**config.mk**
```make
export PLATFORM = sky130hd
export DESIGN_NAME = ascii_number_literal_parser_unit
export DESIGN_NICKNAME = d
export VERILOG_FILES = /design/src/hdl/anlp_pkg.sv /design/src/hdl/anlp_lane.sv /design/src/hdl/anlp_step.sv /design/src/hdl/ascii_number_literal_parser_unit.sv
export SDC_FILE = /design/constraint.sdc
export NUM_CORES = 2
export LEC_CHECK = 0
export BUFFER_PORTS_ARGS = -buffer_cell sky130_fd_sc_hd__buf_2
export CAP_MARGIN = 15
export CORE_MARGIN = 2
export CORE_UTILIZATION = 30
export DETAILED_ROUTE_END_ITERATION = 6
export PLACE_DENSITY = 0.55
export RECOVER_POWER = 50
export SYNTH_ARGS = -nofsm -noshare
export SYNTH_HDL_FRONTEND = slang
export SYNTH_SLANG_ARGS = --single-unit
```
**constraint.sdc**
```tcl
create_clock -name clk -period 7.95 [get_ports clk]
set_input_delay 1.1925 -clock clk [delete_from_list [all_inputs] [get_ports clk]]
set_output_delay 1.1925 -clock clk [all_outputs]
set_load 0.02 [all_outputs]
```
**src/hdl/anlp_pkg.sv**
```systemverilog
// shared types, codes and character helpers for the number literal parser
package anlp_pkg;

	localparam int unsigned MaxLen = 255;

	typedef enum logic [2:0] {
		FMT_NONE = 3'd0,
		FMT_HEX  = 3'd1,
		FMT_BIN  = 3'd2,
		FMT_DEC  = 3'd3,
		FMT_FLT  = 3'd4
	} fmt_t;

	localparam logic [1:0] LN_HEX = 2'd0;
	localparam logic [1:0] LN_BIN = 2'd1;
	localparam logic [1:0] LN_DEC = 2'd2;
	localparam logic [1:0] LN_FLT = 2'd3;

	localparam logic [7:0] IN_BODY   = 8'h20;
	localparam logic [7:0] FLAG_MASK = 8'hDF;
	localparam logic [7:0] BAD_DIGIT = 8'hF0;

	typedef struct packed {
		logic [63:0] value;
		logic [7:0]  digits;
		logic [7:0]  mode;
		logic        sign;
		logic        failed;
	} lane_t;

	// state carried from one character to the next
	typedef struct packed {
		lane_t [3:0] lane;
		logic [63:0] frac_acc;
		logic [7:0]  frac_cnt;
		logic        zero_pend;
		logic [7:0]  char_cnt;
	} pstate_t;

	typedef struct packed {
		logic [2:0]  format;
		logic [63:0] value;
		logic [7:0]  size;
		logic [63:0] frac_value;
		logic [7:0]  frac_digits;
	} result_t;

	function automatic logic [7:0] digit_of(input logic [7:0] c);
		logic [7:0] d;
		if (c >= 8'h30 && c <= 8'h39)
			d = c - 8'h30;
		else if (c >= 8'h41 && c <= 8'h46)
			d = c - 8'h37;
		else if (c >= 8'h61 && c <= 8'h66)
			d = c - 8'h57;
		else
			d = BAD_DIGIT;
		return d;
	endfunction

	function automatic logic [63:0] times_ten_plus(input logic [63:0] v, input logic [7:0] d);
		return (v << 3) + (v << 1) + {56'd0, d};
	endfunction

endpackage

```
**src/hdl/anlp_lane.sv**
```systemverilog
// one recognizer lane: prefix and body handling for a single character
module anlp_lane import anlp_pkg::*; (
	input  logic [1:0]  kind,
	input  logic [7:0]  ch,
	input  logic        force_body,
	input  lane_t       cur,
	input  logic [63:0] frac_acc,
	input  logic [7:0]  frac_cnt,
	output lane_t       nxt,
	output logic [63:0] frac_acc_nxt,
	output logic [7:0]  frac_cnt_nxt,
	output logic        zero_seen
);

	logic [7:0] md;
	logic [7:0] d;
	logic       mark;
	logic [7:0] mode_in;

	always_comb begin
		nxt          = cur;
		frac_acc_nxt = frac_acc;
		frac_cnt_nxt = frac_cnt;
		zero_seen    = 1'b0;
		d            = digit_of(ch);
		mode_in      = cur.mode;
		mark         = 1'b0;
		md           = 8'd0;
		if (!force_body && (cur.mode & IN_BODY) == 8'd0) begin
			if (ch == 8'h20 || ch == 8'h2B) begin
				mode_in = 8'hFF;
			end else if (ch == 8'h2D) begin
				nxt.sign = ~cur.sign;
				mode_in  = 8'hFF;
			end else if (kind == LN_HEX && ch == 8'h24) begin
				nxt.mode = IN_BODY | 8'd1;
				mode_in  = 8'hFF;
			end else if (kind == LN_HEX && ch == 8'h30) begin
				zero_seen = 1'b1;
				mode_in   = 8'hFF;
			end
		end
		// 8'hFF flags that the prefix already consumed the character
		if (mode_in != 8'hFF) begin
			mode_in  = cur.mode | IN_BODY;
			nxt.mode = mode_in;
			md       = mode_in & FLAG_MASK;
			if (!cur.failed) begin
				if (ch == 8'h20) begin
					nxt.mode = mode_in | 8'h80;
				end else begin
					if (kind == LN_HEX)
						mark = (ch == 8'h68 || ch == 8'h48);
					else if (kind == LN_BIN)
						mark = (ch == 8'h62 || ch == 8'h42);
					if (mark) begin
						if (md == 8'd0)
							nxt.mode = IN_BODY | 8'd3;
						else
							nxt.failed = 1'b1;
					end else if (kind == LN_FLT) begin
						if (ch == 8'h66 || ch == 8'h46) begin
							if ((md & 8'h0F) == 8'd0)
								nxt.mode = mode_in | 8'd3;
							else
								nxt.failed = 1'b1;
						end else if (ch == 8'h2E) begin
							if (md == 8'd0)
								nxt.mode = mode_in | 8'h10;
							else
								nxt.failed = 1'b1;
						end else if ((md & 8'h8F) != 8'd0 || d > 8'd9) begin
							nxt.failed = 1'b1;
						end else if ((md & 8'h10) != 8'd0) begin
							frac_acc_nxt = times_ten_plus(frac_acc, d);
							frac_cnt_nxt = frac_cnt + 8'd1;
							nxt.digits   = cur.digits + 8'd1;
						end else begin
							nxt.value  = times_ten_plus(cur.value, d);
							nxt.digits = cur.digits + 8'd1;
						end
					end else if ((md & 8'h80) != 8'd0) begin
						nxt.failed = 1'b1;
					end else if (kind == LN_HEX) begin
						if (d > 8'd15) nxt.failed = 1'b1;
						else begin
							nxt.value  = {cur.value[59:0], d[3:0]};
							nxt.digits = cur.digits + 8'd1;
						end
					end else if (kind == LN_BIN) begin
						if (d > 8'd1) nxt.failed = 1'b1;
						else begin
							nxt.value  = {cur.value[62:0], d[0]};
							nxt.digits = cur.digits + 8'd1;
						end
					end else begin
						if (d > 8'd9) nxt.failed = 1'b1;
						else begin
							nxt.value  = times_ten_plus(cur.value, d);
							nxt.digits = cur.digits + 8'd1;
						end
					end
				end
			end
		end
	end

endmodule

```
**src/hdl/anlp_step.sv**
```systemverilog
// next-state and result logic for one character across all four lanes
module anlp_step import anlp_pkg::*; (
	input  pstate_t    cur,
	input  logic [7:0] ch,
	input  logic       is_last,
	output pstate_t    nxt,
	output logic       emit,
	output result_t    res
);

	logic    take;
	logic    zp_c;
	lane_t   hx_a, hx_b, hx_c, hx_p, hx_e, hx_lo;
	lane_t   bn_n, dc_n, fl_n;
	logic [63:0] fa_f;
	logic [7:0]  fc_f;
	pstate_t s1;
	logic [7:0] sz_h, sz_d;

	// hex path when a pending leading zero resolves to a digit
	anlp_lane u_hz0 (.kind(LN_HEX), .ch(8'h30), .force_body(1'b1), .cur(cur.lane[LN_HEX]),
		.frac_acc(cur.frac_acc), .frac_cnt(cur.frac_cnt), .nxt(hx_a),
		.frac_acc_nxt(), .frac_cnt_nxt(), .zero_seen());
	anlp_lane u_hz1 (.kind(LN_HEX), .ch(ch), .force_body(1'b1), .cur(hx_a),
		.frac_acc(cur.frac_acc), .frac_cnt(cur.frac_cnt), .nxt(hx_b),
		.frac_acc_nxt(), .frac_cnt_nxt(), .zero_seen());
	anlp_lane u_hx (.kind(LN_HEX), .ch(ch), .force_body(1'b0), .cur(cur.lane[LN_HEX]),
		.frac_acc(cur.frac_acc), .frac_cnt(cur.frac_cnt), .nxt(hx_c),
		.frac_acc_nxt(), .frac_cnt_nxt(), .zero_seen(zp_c));
	anlp_lane u_bn (.kind(LN_BIN), .ch(ch), .force_body(1'b0), .cur(cur.lane[LN_BIN]),
		.frac_acc(cur.frac_acc), .frac_cnt(cur.frac_cnt), .nxt(bn_n),
		.frac_acc_nxt(), .frac_cnt_nxt(), .zero_seen());
	anlp_lane u_dc (.kind(LN_DEC), .ch(ch), .force_body(1'b0), .cur(cur.lane[LN_DEC]),
		.frac_acc(cur.frac_acc), .frac_cnt(cur.frac_cnt), .nxt(dc_n),
		.frac_acc_nxt(), .frac_cnt_nxt(), .zero_seen());
	anlp_lane u_fl (.kind(LN_FLT), .ch(ch), .force_body(1'b0), .cur(cur.lane[LN_FLT]),
		.frac_acc(cur.frac_acc), .frac_cnt(cur.frac_cnt), .nxt(fl_n),
		.frac_acc_nxt(fa_f), .frac_cnt_nxt(fc_f), .zero_seen());

	// end of string with a zero still pending: it counts as a hex digit
	anlp_lane u_he (.kind(LN_HEX), .ch(8'h30), .force_body(1'b1), .cur(hx_p),
		.frac_acc(cur.frac_acc), .frac_cnt(cur.frac_cnt), .nxt(hx_e),
		.frac_acc_nxt(), .frac_cnt_nxt(), .zero_seen());

	assign take = (ch != 8'd0) && (cur.char_cnt < 8'(MaxLen));
	assign emit = (ch == 8'd0) || is_last;

	always_comb begin
		s1 = cur;
		if (take) begin
			s1.zero_pend = 1'b0;
			if (cur.zero_pend) begin
				if (ch == 8'h78) begin
					s1.lane[LN_HEX]      = cur.lane[LN_HEX];
					s1.lane[LN_HEX].mode = IN_BODY | 8'd2;
				end else begin
					s1.lane[LN_HEX] = hx_b;
				end
			end else begin
				s1.lane[LN_HEX] = hx_c;
				s1.zero_pend    = zp_c;
			end
			s1.lane[LN_BIN] = bn_n;
			s1.lane[LN_DEC] = dc_n;
			s1.lane[LN_FLT] = fl_n;
			s1.frac_acc     = fa_f;
			s1.frac_cnt     = fc_f;
			s1.char_cnt     = cur.char_cnt + 8'd1;
		end
	end

	assign hx_p  = s1.lane[LN_HEX];
	assign hx_lo = s1.zero_pend ? hx_e : hx_p;
	assign sz_h  = {hx_lo.digits[5:0], 2'b00};
	assign sz_d  = {s1.lane[LN_DEC].digits[5:0], 2'b00};

	always_comb begin
		res = '0;
		if (!hx_lo.failed && hx_lo.digits != 8'd0 && (hx_lo.mode & 8'h5F) != 8'd0
				&& sz_h != 8'd0) begin
			res.format = FMT_HEX;
			res.value  = hx_lo.sign ? 64'd0 - hx_lo.value : hx_lo.value;
			res.size   = sz_h;
		end else if (!s1.lane[LN_BIN].failed && s1.lane[LN_BIN].digits != 8'd0
				&& (s1.lane[LN_BIN].mode & 8'h5F) != 8'd0) begin
			res.format = FMT_BIN;
			res.value  = s1.lane[LN_BIN].sign ? 64'd0 - s1.lane[LN_BIN].value
				: s1.lane[LN_BIN].value;
			res.size   = s1.lane[LN_BIN].digits;
		end else if (!s1.lane[LN_DEC].failed && s1.lane[LN_DEC].digits != 8'd0
				&& sz_d != 8'd0) begin
			res.format = FMT_DEC;
			res.value  = s1.lane[LN_DEC].sign ? 64'd0 - s1.lane[LN_DEC].value
				: s1.lane[LN_DEC].value;
			res.size   = sz_d;
		end else if (!s1.lane[LN_FLT].failed && s1.lane[LN_FLT].digits != 8'd0
				&& (s1.lane[LN_FLT].mode & 8'h1F) != 8'd0) begin
			res.format      = FMT_FLT;
			res.value       = s1.lane[LN_FLT].sign ? 64'd0 - s1.lane[LN_FLT].value
				: s1.lane[LN_FLT].value;
			res.size        = s1.lane[LN_FLT].digits;
			res.frac_value  = s1.lane[LN_FLT].sign ? 64'd0 - s1.frac_acc : s1.frac_acc;
			res.frac_digits = s1.frac_cnt;
		end
		nxt = emit ? '0 : s1;
	end

endmodule

```
**src/hdl/ascii_number_literal_parser_unit.sv**
```systemverilog
// top level: input register, per-character step logic and result register
//
//  channel | dir | tdata                                   | tlast | tuser
//  s_axis  | in  | char_in[7:0]                            | last  | -
//  m_axis  | out | format,value,size,frac_value,frac_digits | -     | -
//
// one character per cycle while the result side is not stalled; the last character of a string
// passes through the input register and then the result register to its result beat
// arst_n clears all parser state and both valid flags
// a stalled result holds the result register; the input register moves on unless its
// beat ends a string while the result register is full and stalled
module ascii_number_literal_parser_unit import anlp_pkg::*; (
	input  logic         clk,
	input  logic         arst_n,
	input  logic         s_axis_tvalid,
	output logic         s_axis_tready,
	input  logic [7:0]   s_axis_tdata,  // char_in[7:0]
	input  logic         s_axis_tlast,
	output logic         m_axis_tvalid,
	input  logic         m_axis_tready,
	output logic [151:0] m_axis_tdata   // format[2:0], value[66:3], size[74:67],
	                                    // frac_value[138:75], frac_digits[146:139]
);

	logic       vld_s1;
	logic [7:0] ch_s1;
	logic       last_s1;
	pstate_t    st_q, st_nxt;
	logic       emit;
	result_t    res;
	logic       out_vld_q;
	result_t    out_q;
	logic       adv;

	anlp_step u_step (.cur(st_q), .ch(ch_s1), .is_last(last_s1), .nxt(st_nxt),
		.emit(emit), .res(res));

	// stage 1 may advance unless it would emit into a full, stalled result register
	assign adv           = !(vld_s1 && emit && out_vld_q && !m_axis_tready);
	assign s_axis_tready = adv;

	always_ff @(posedge clk or negedge arst_n) begin
		if (!arst_n) begin
			vld_s1    <= 1'b0;
			st_q      <= '0;
			out_vld_q <= 1'b0;
		end else begin
			if (adv) begin
				vld_s1 <= s_axis_tvalid;
				if (vld_s1) st_q <= st_nxt;
			end
			if (adv && vld_s1 && emit) out_vld_q <= 1'b1;
			else if (m_axis_tready) out_vld_q <= 1'b0;
		end
	end

	always_ff @(posedge clk) begin
		if (adv) begin
			ch_s1   <= s_axis_tdata;
			last_s1 <= s_axis_tlast;
			if (vld_s1 && emit) out_q <= res;
		end
	end

	assign m_axis_tvalid = out_vld_q;
	assign m_axis_tdata  = {5'd0, out_q.frac_digits, out_q.frac_value, out_q.size,
		out_q.value, out_q.format};

`ifndef SYNTHESIS
	a_stall_hold: assert property (@(posedge clk) disable iff (!arst_n)
		m_axis_tvalid && !m_axis_tready |=> m_axis_tvalid) else $error("result lost");
	a_fmt_range: assert property (@(posedge clk) disable iff (!arst_n)
		m_axis_tvalid |-> m_axis_tdata[2:0] <= 3'd4) else $error("bad format");
	a_frac_only_float: assert property (@(posedge clk) disable iff (!arst_n)
		m_axis_tvalid && m_axis_tdata[2:0] != 3'd4 |-> m_axis_tdata[146:75] == '0)
		else $error("fraction on non-float");
	a_count_limit: assert property (@(posedge clk) disable iff (!arst_n)
		st_q.char_cnt <= 8'(MaxLen)) else $error("char count overrun");
`endif

endmodule
```
==> reports/results.md <==
| Group | Quantity | Value |
| --- | --- | --- |
| grt | Remaining Overflow, GRT | 0 |
| setup path | Flop2flop setup slack | 0.30 ns |
| drt | Via/cell ratio | 5.93 |
| yosys | EDFF count, synth | 156 |
| final layout | Fill cell count | 18735 |
| setup path | Buffer and inverter count on the worst path | 0 |
| power | Net Sw Frac | 29.0% |
| setup path | Maximum fanout along the worst path | 8 |
| yosys | Post-synthesis adder-cell area fraction | 9.44% |
| die | Die Y | 427 um |
| die | Initial core utilization | 30.2% |
| drt | Mean routed wirelength per cell | 23.1 um |
| power | Pwr dens | 127 nW/um^2 |
| yosys | Synth Area in Compound Gates | 28.5% |
| drt | First-pass iteration count of the detailed router | 6 |
| clock network | Max H-tree Level | 3 |
| setup path | Crit path capture type | flop |
| sta | Number of slew-limit violations in the final report | 737 |
| power | Cell internal pwr | 5.44 mW |
| hold path | Type of the most critical hold path | reg2reg |
| yosys | Area of the mapped netlist | 53700 sq um |
| die | Full die area | 182000 sq um |
| grt | Antenna violations before repair | 3 |
| sta | Post-Route Skew | 0.0623 ns |
| power | Leak Pwr | 25.2 nW |
| clock network | Total number of clock tree sinks | 554 |
| grt | Number of global-route vias before repair | 50966 |
| place | RePlAce Congestion | 0.992 |
| power | Peak supply drop | 0.147 mV |
| place | HPWL Detailed | 156 mm |
| setup path | Crit path kind | reg2reg |
| clock network | Clock buffer count from CTS | 76 |
| drt | Final wirelength | 210 mm |
| setup path | Crit path launch type | flop |
| place | Number of placed cells counting well taps | 8926 |
| yosys | Predominant post-synthesis flop cell | dfrtp_1 |
| yosys | Fraction of synthesized cell area in xor and xnor cells | 7.13% |
| setup path | Signal arrival time at the worst endpoint | 8.11 ns |
| sta | Endpoints failing setup | 0 |
| setup path | CP dominant cell by count | ha_1 |
| yosys | Synth Register Bits | 554 |
| die | Cell Rows | 155 |
| setup path | Largest delay share family, worst path | compound AO/OA/AOI/OAI gates |
| yosys | Sequential element share of the synthesized area | 27.3% |
| setup path | Cell with the biggest individual delay on the critical path | or4b_4 |
| yosys | Combinational family with the most area after synthesis | compound AO/OA/AOI/OAI gates |
| drt | Count of vias placed by the detailed router | 53782 |
| clock network | Clock Pin Slew Worst Setup and Hold Paths | 0.06 ns |
| sta | Share of the clock period used by the worst path after layout | 96.2% |
| drt | DRT iter0 DRCs | 5303 |
| yosys | Multiplexer share of the synthesized area | 3.05% |
| power | Tot Pwr | 7.66 mW |
| sta | Final critical-path required period | 7.65 ns |
| power | Power dissipated by switching net loads | 2.22 mW |
| clock network | Worst-skew pair later-pin latency | 0.73 ns |
| power | Part of the total power dissipated in sequential elements | 39.7% |
| setup path | Start of the worst register-to-register path | ch_s1[0] |
| yosys | Synth Area in Simple Gates | 20.1% |
| sta | Final hold violation count | 0 |
| clock network | Root buffer cell | clkbuf_16 |
| clock network | CTS Buffer Depth | 3 |
| drt | Detailed-route DRC error count | 0 |
| place | Count of port buffers added during placement | 161 |
| power | Proportion of power drawn by combinational gates | 11.0% |
| setup path | Critical Path Source | ch_s1[0] |
| status | Violated checks | capacitance limit, slew limit |
| clock network | CTS tree | built |
| yosys | Library cell with the largest summed area after synthesis | dfrtp_1 |
| final layout | Signed area change from the synthesized netlist to the final layout | 12.2% |
| power | Clock share of power | 49.4% |
| yosys | Synth warnings | 0 |
| grt | Global-route usage over all layers | 22.3% |
| die | Die outline width | 427 um |
| grt | Maximum number of pins on one net before global-route repair | 176 |
| yosys | Top area cells in the synthesized netlist | dfrtp_1 19%, ha_1 8.8%, edfxtp_1 8.7% |
| die | Core box area | 178000 sq um |
| final layout | Layout cell share with drive strength beyond 1 | 8.74% |
| sta | Relative max-transition margin | -269% |
| final layout | Count of placed standard cells in the final layout, fillers left out | 9073 |
| final layout | Post-layout nets | 7063 |
| yosys | Area share of the largest cell type after synthesis | 18.6% |
| grt | Global-route wire length before repair | 320 mm |
| sta | Post-route setup TNS | 0 ns |
| sta | Worst slew pin tran | 5.54 ns |
| yosys | Synth Instances | 6639 |
| drt | Residual antenna-violating net count after detailed routing | 0 |
| yosys | Mean instance size in the synthesized netlist | 8.09 sq um |
| setup path | Longest individual stage delay on the worst path | 0.51 ns |
| sta | Max Freq | 131 MHz |
| die | Number of placed I/O pins | 167 |
| status | Result of the run | finished with violations |
| run | Max-cap violation count | 10 |
| yosys | Share of synthesized flip-flops with an asynchronous set or reset | 71.8% |
| setup path | Data required time at the worst endpoint | 8.41 ns |
| hold path | Start point of the worst hold path | st_q[80] |
| yosys | Number of unique standard cell types used by synthesis | 138 |
==> per-stage QoR <==
step	util, %	hold WS, ns	setup WS, ns	cell area [sq um]
final	33.8	0.490	0.299	60200
after global routing	33.8	0.507	-0.00701	60200
after CTS	33.9	0.495	0.0551	60300
after detailed placement	32.3	0.477	-0.170	57500
after global placement	32.3	0.462	-0.118	57500
after floorplan	-	0.449	0.260	53700
==> timing repair <==
action,4_1_cts,5_1_grt
gates resized for setup,2,36
pin swaps,0,10
hold buffers,0,0
buffers inserted,0,6
setup endpoints to repair,6,34
==> synthesized netlist by cell type, drive strengths merged (142+ instances only) <==
cell type,instances
nand2,680
o21ai,650
nor2,565
a21oi,492
dfrtp,398
ha,378
clkbuf,329
xnor2,250
xor2,187
nor3,162
edfxtp,156
nand3,150
mux2i,142
==> registers in the layout, indices dropped and copies added, names as in the netlist <==
name / cells
m_axis_tvalid: 1
m_axis_tdata: 147
st_q: 396
last_s1: 1
ch_s1: 8
vld_s1: 1
==> power by group through the flow <==
stage / clock network (mW) / logic (mW) / registers (mW)
global route: 3.98 / 0.901 / 3.04
global placement: 0 / 0.837 / 3.09
finish: 3.78 / 0.840 / 3.04
floorplan: 0 / 0.454 / 3.12
CTS: 3.88 / 0.843 / 3.04
detailed placement: 0 / 0.840 / 3.09
==> cells by family (layout without fill, tap and decap cells) <==
logic type               Yosys count  count (layout)
multiplexers                     160             160
other                              1               6
AO/OA/AOI/OAI                   2319            2319
flip-flops                       554             554
buffers and inverters            577             651
adder cells (fa/ha/maj)          395             395
AND/OR/NAND/NOR                 2196            2196
XOR/XNOR                         437             437
==> worst paths after layout <==
kind                               endpoint  cells past startpoint
setup / recovery           m_axis_tdata[60]                     25
hold / removal                     st_q[80]                      2
setup reg to reg           m_axis_tdata[60]                     25
hold reg to reg                    st_q[80]                      2
max in group asynchronous          st_q[70]                      2
min in group asynchronous         st_q[400]                      1
==> worst min-delay path, stage by stage (launching register included) <==
cell     delay (ns)
dfrtp_1        0.35
nand2_1        0.05
o21ai_0        0.06
==> placed cells by master (no fill, tap or decap), types with 26 or more instances in the layout <==
cell       netlist  layout
clkbuf_1       328     169
or2_2           40      41
dfrtp_1        398     398
nor4_1          55      50
o21a_1          52      51
a22o_1         110     110
o31ai_1         63      62
and2_1          60      53
a31oi_1        138     135
o21ai_1         38      39
nand2b_1        36      36
a211oi_1        73      64
inv_1          110     109
clkbuf_16        0      76
mux2i_1        141     139
nand3_1        145     144
nor2b_1         29      29
xor2_1         187     181
o22ai_1         46      46
or3_1           88      88
o221ai_1        74      73
o21ai_0        611     606
nor2_1         562     555
o21bai_1        30      30
xnor2_1        250     245
and3_1          81      81
nor3_1         159     157
nand2_1        676     674
edfxtp_1       156     156
a21o_1         124     124
buf_4           17     225
nand4_1         97      97
o211ai_1       105     105
or4_1           26      26
a21oi_1        487     487
ha_1           378     378
==> per-layer routing <==
layer  track usage (%)  vias to the layer above  share of wire (%)
met2              35.4                     2104                 45
met1              30.1                    26318                 44
met4              10.6                        2                5.0
met5                 0                        -             0.0086
li1                  -                    24999                  -
met3              2.75                      359                6.6
==> final cells by class <==
| type | instances | area, sq um | area share [%] |
|---|---|---|---|
| diodes | 1 | 2.50 | 0.00416 |
| clock buffers | 95 | 2070 | 3.44 |
| clock inverters | 45 | 638 | 1.06 |
| inverters | 111 | 419 | 0.696 |
| multi-input cells | 5512 | 37000 | 61.5 |
| flip-flops and latches | 554 | 14600 | 24.3 |
| well taps | 2355 | 2950 | 4.89 |
| repair buffers | 400 | 2470 | 4.11 |
(Power assumes the default switching activity.)
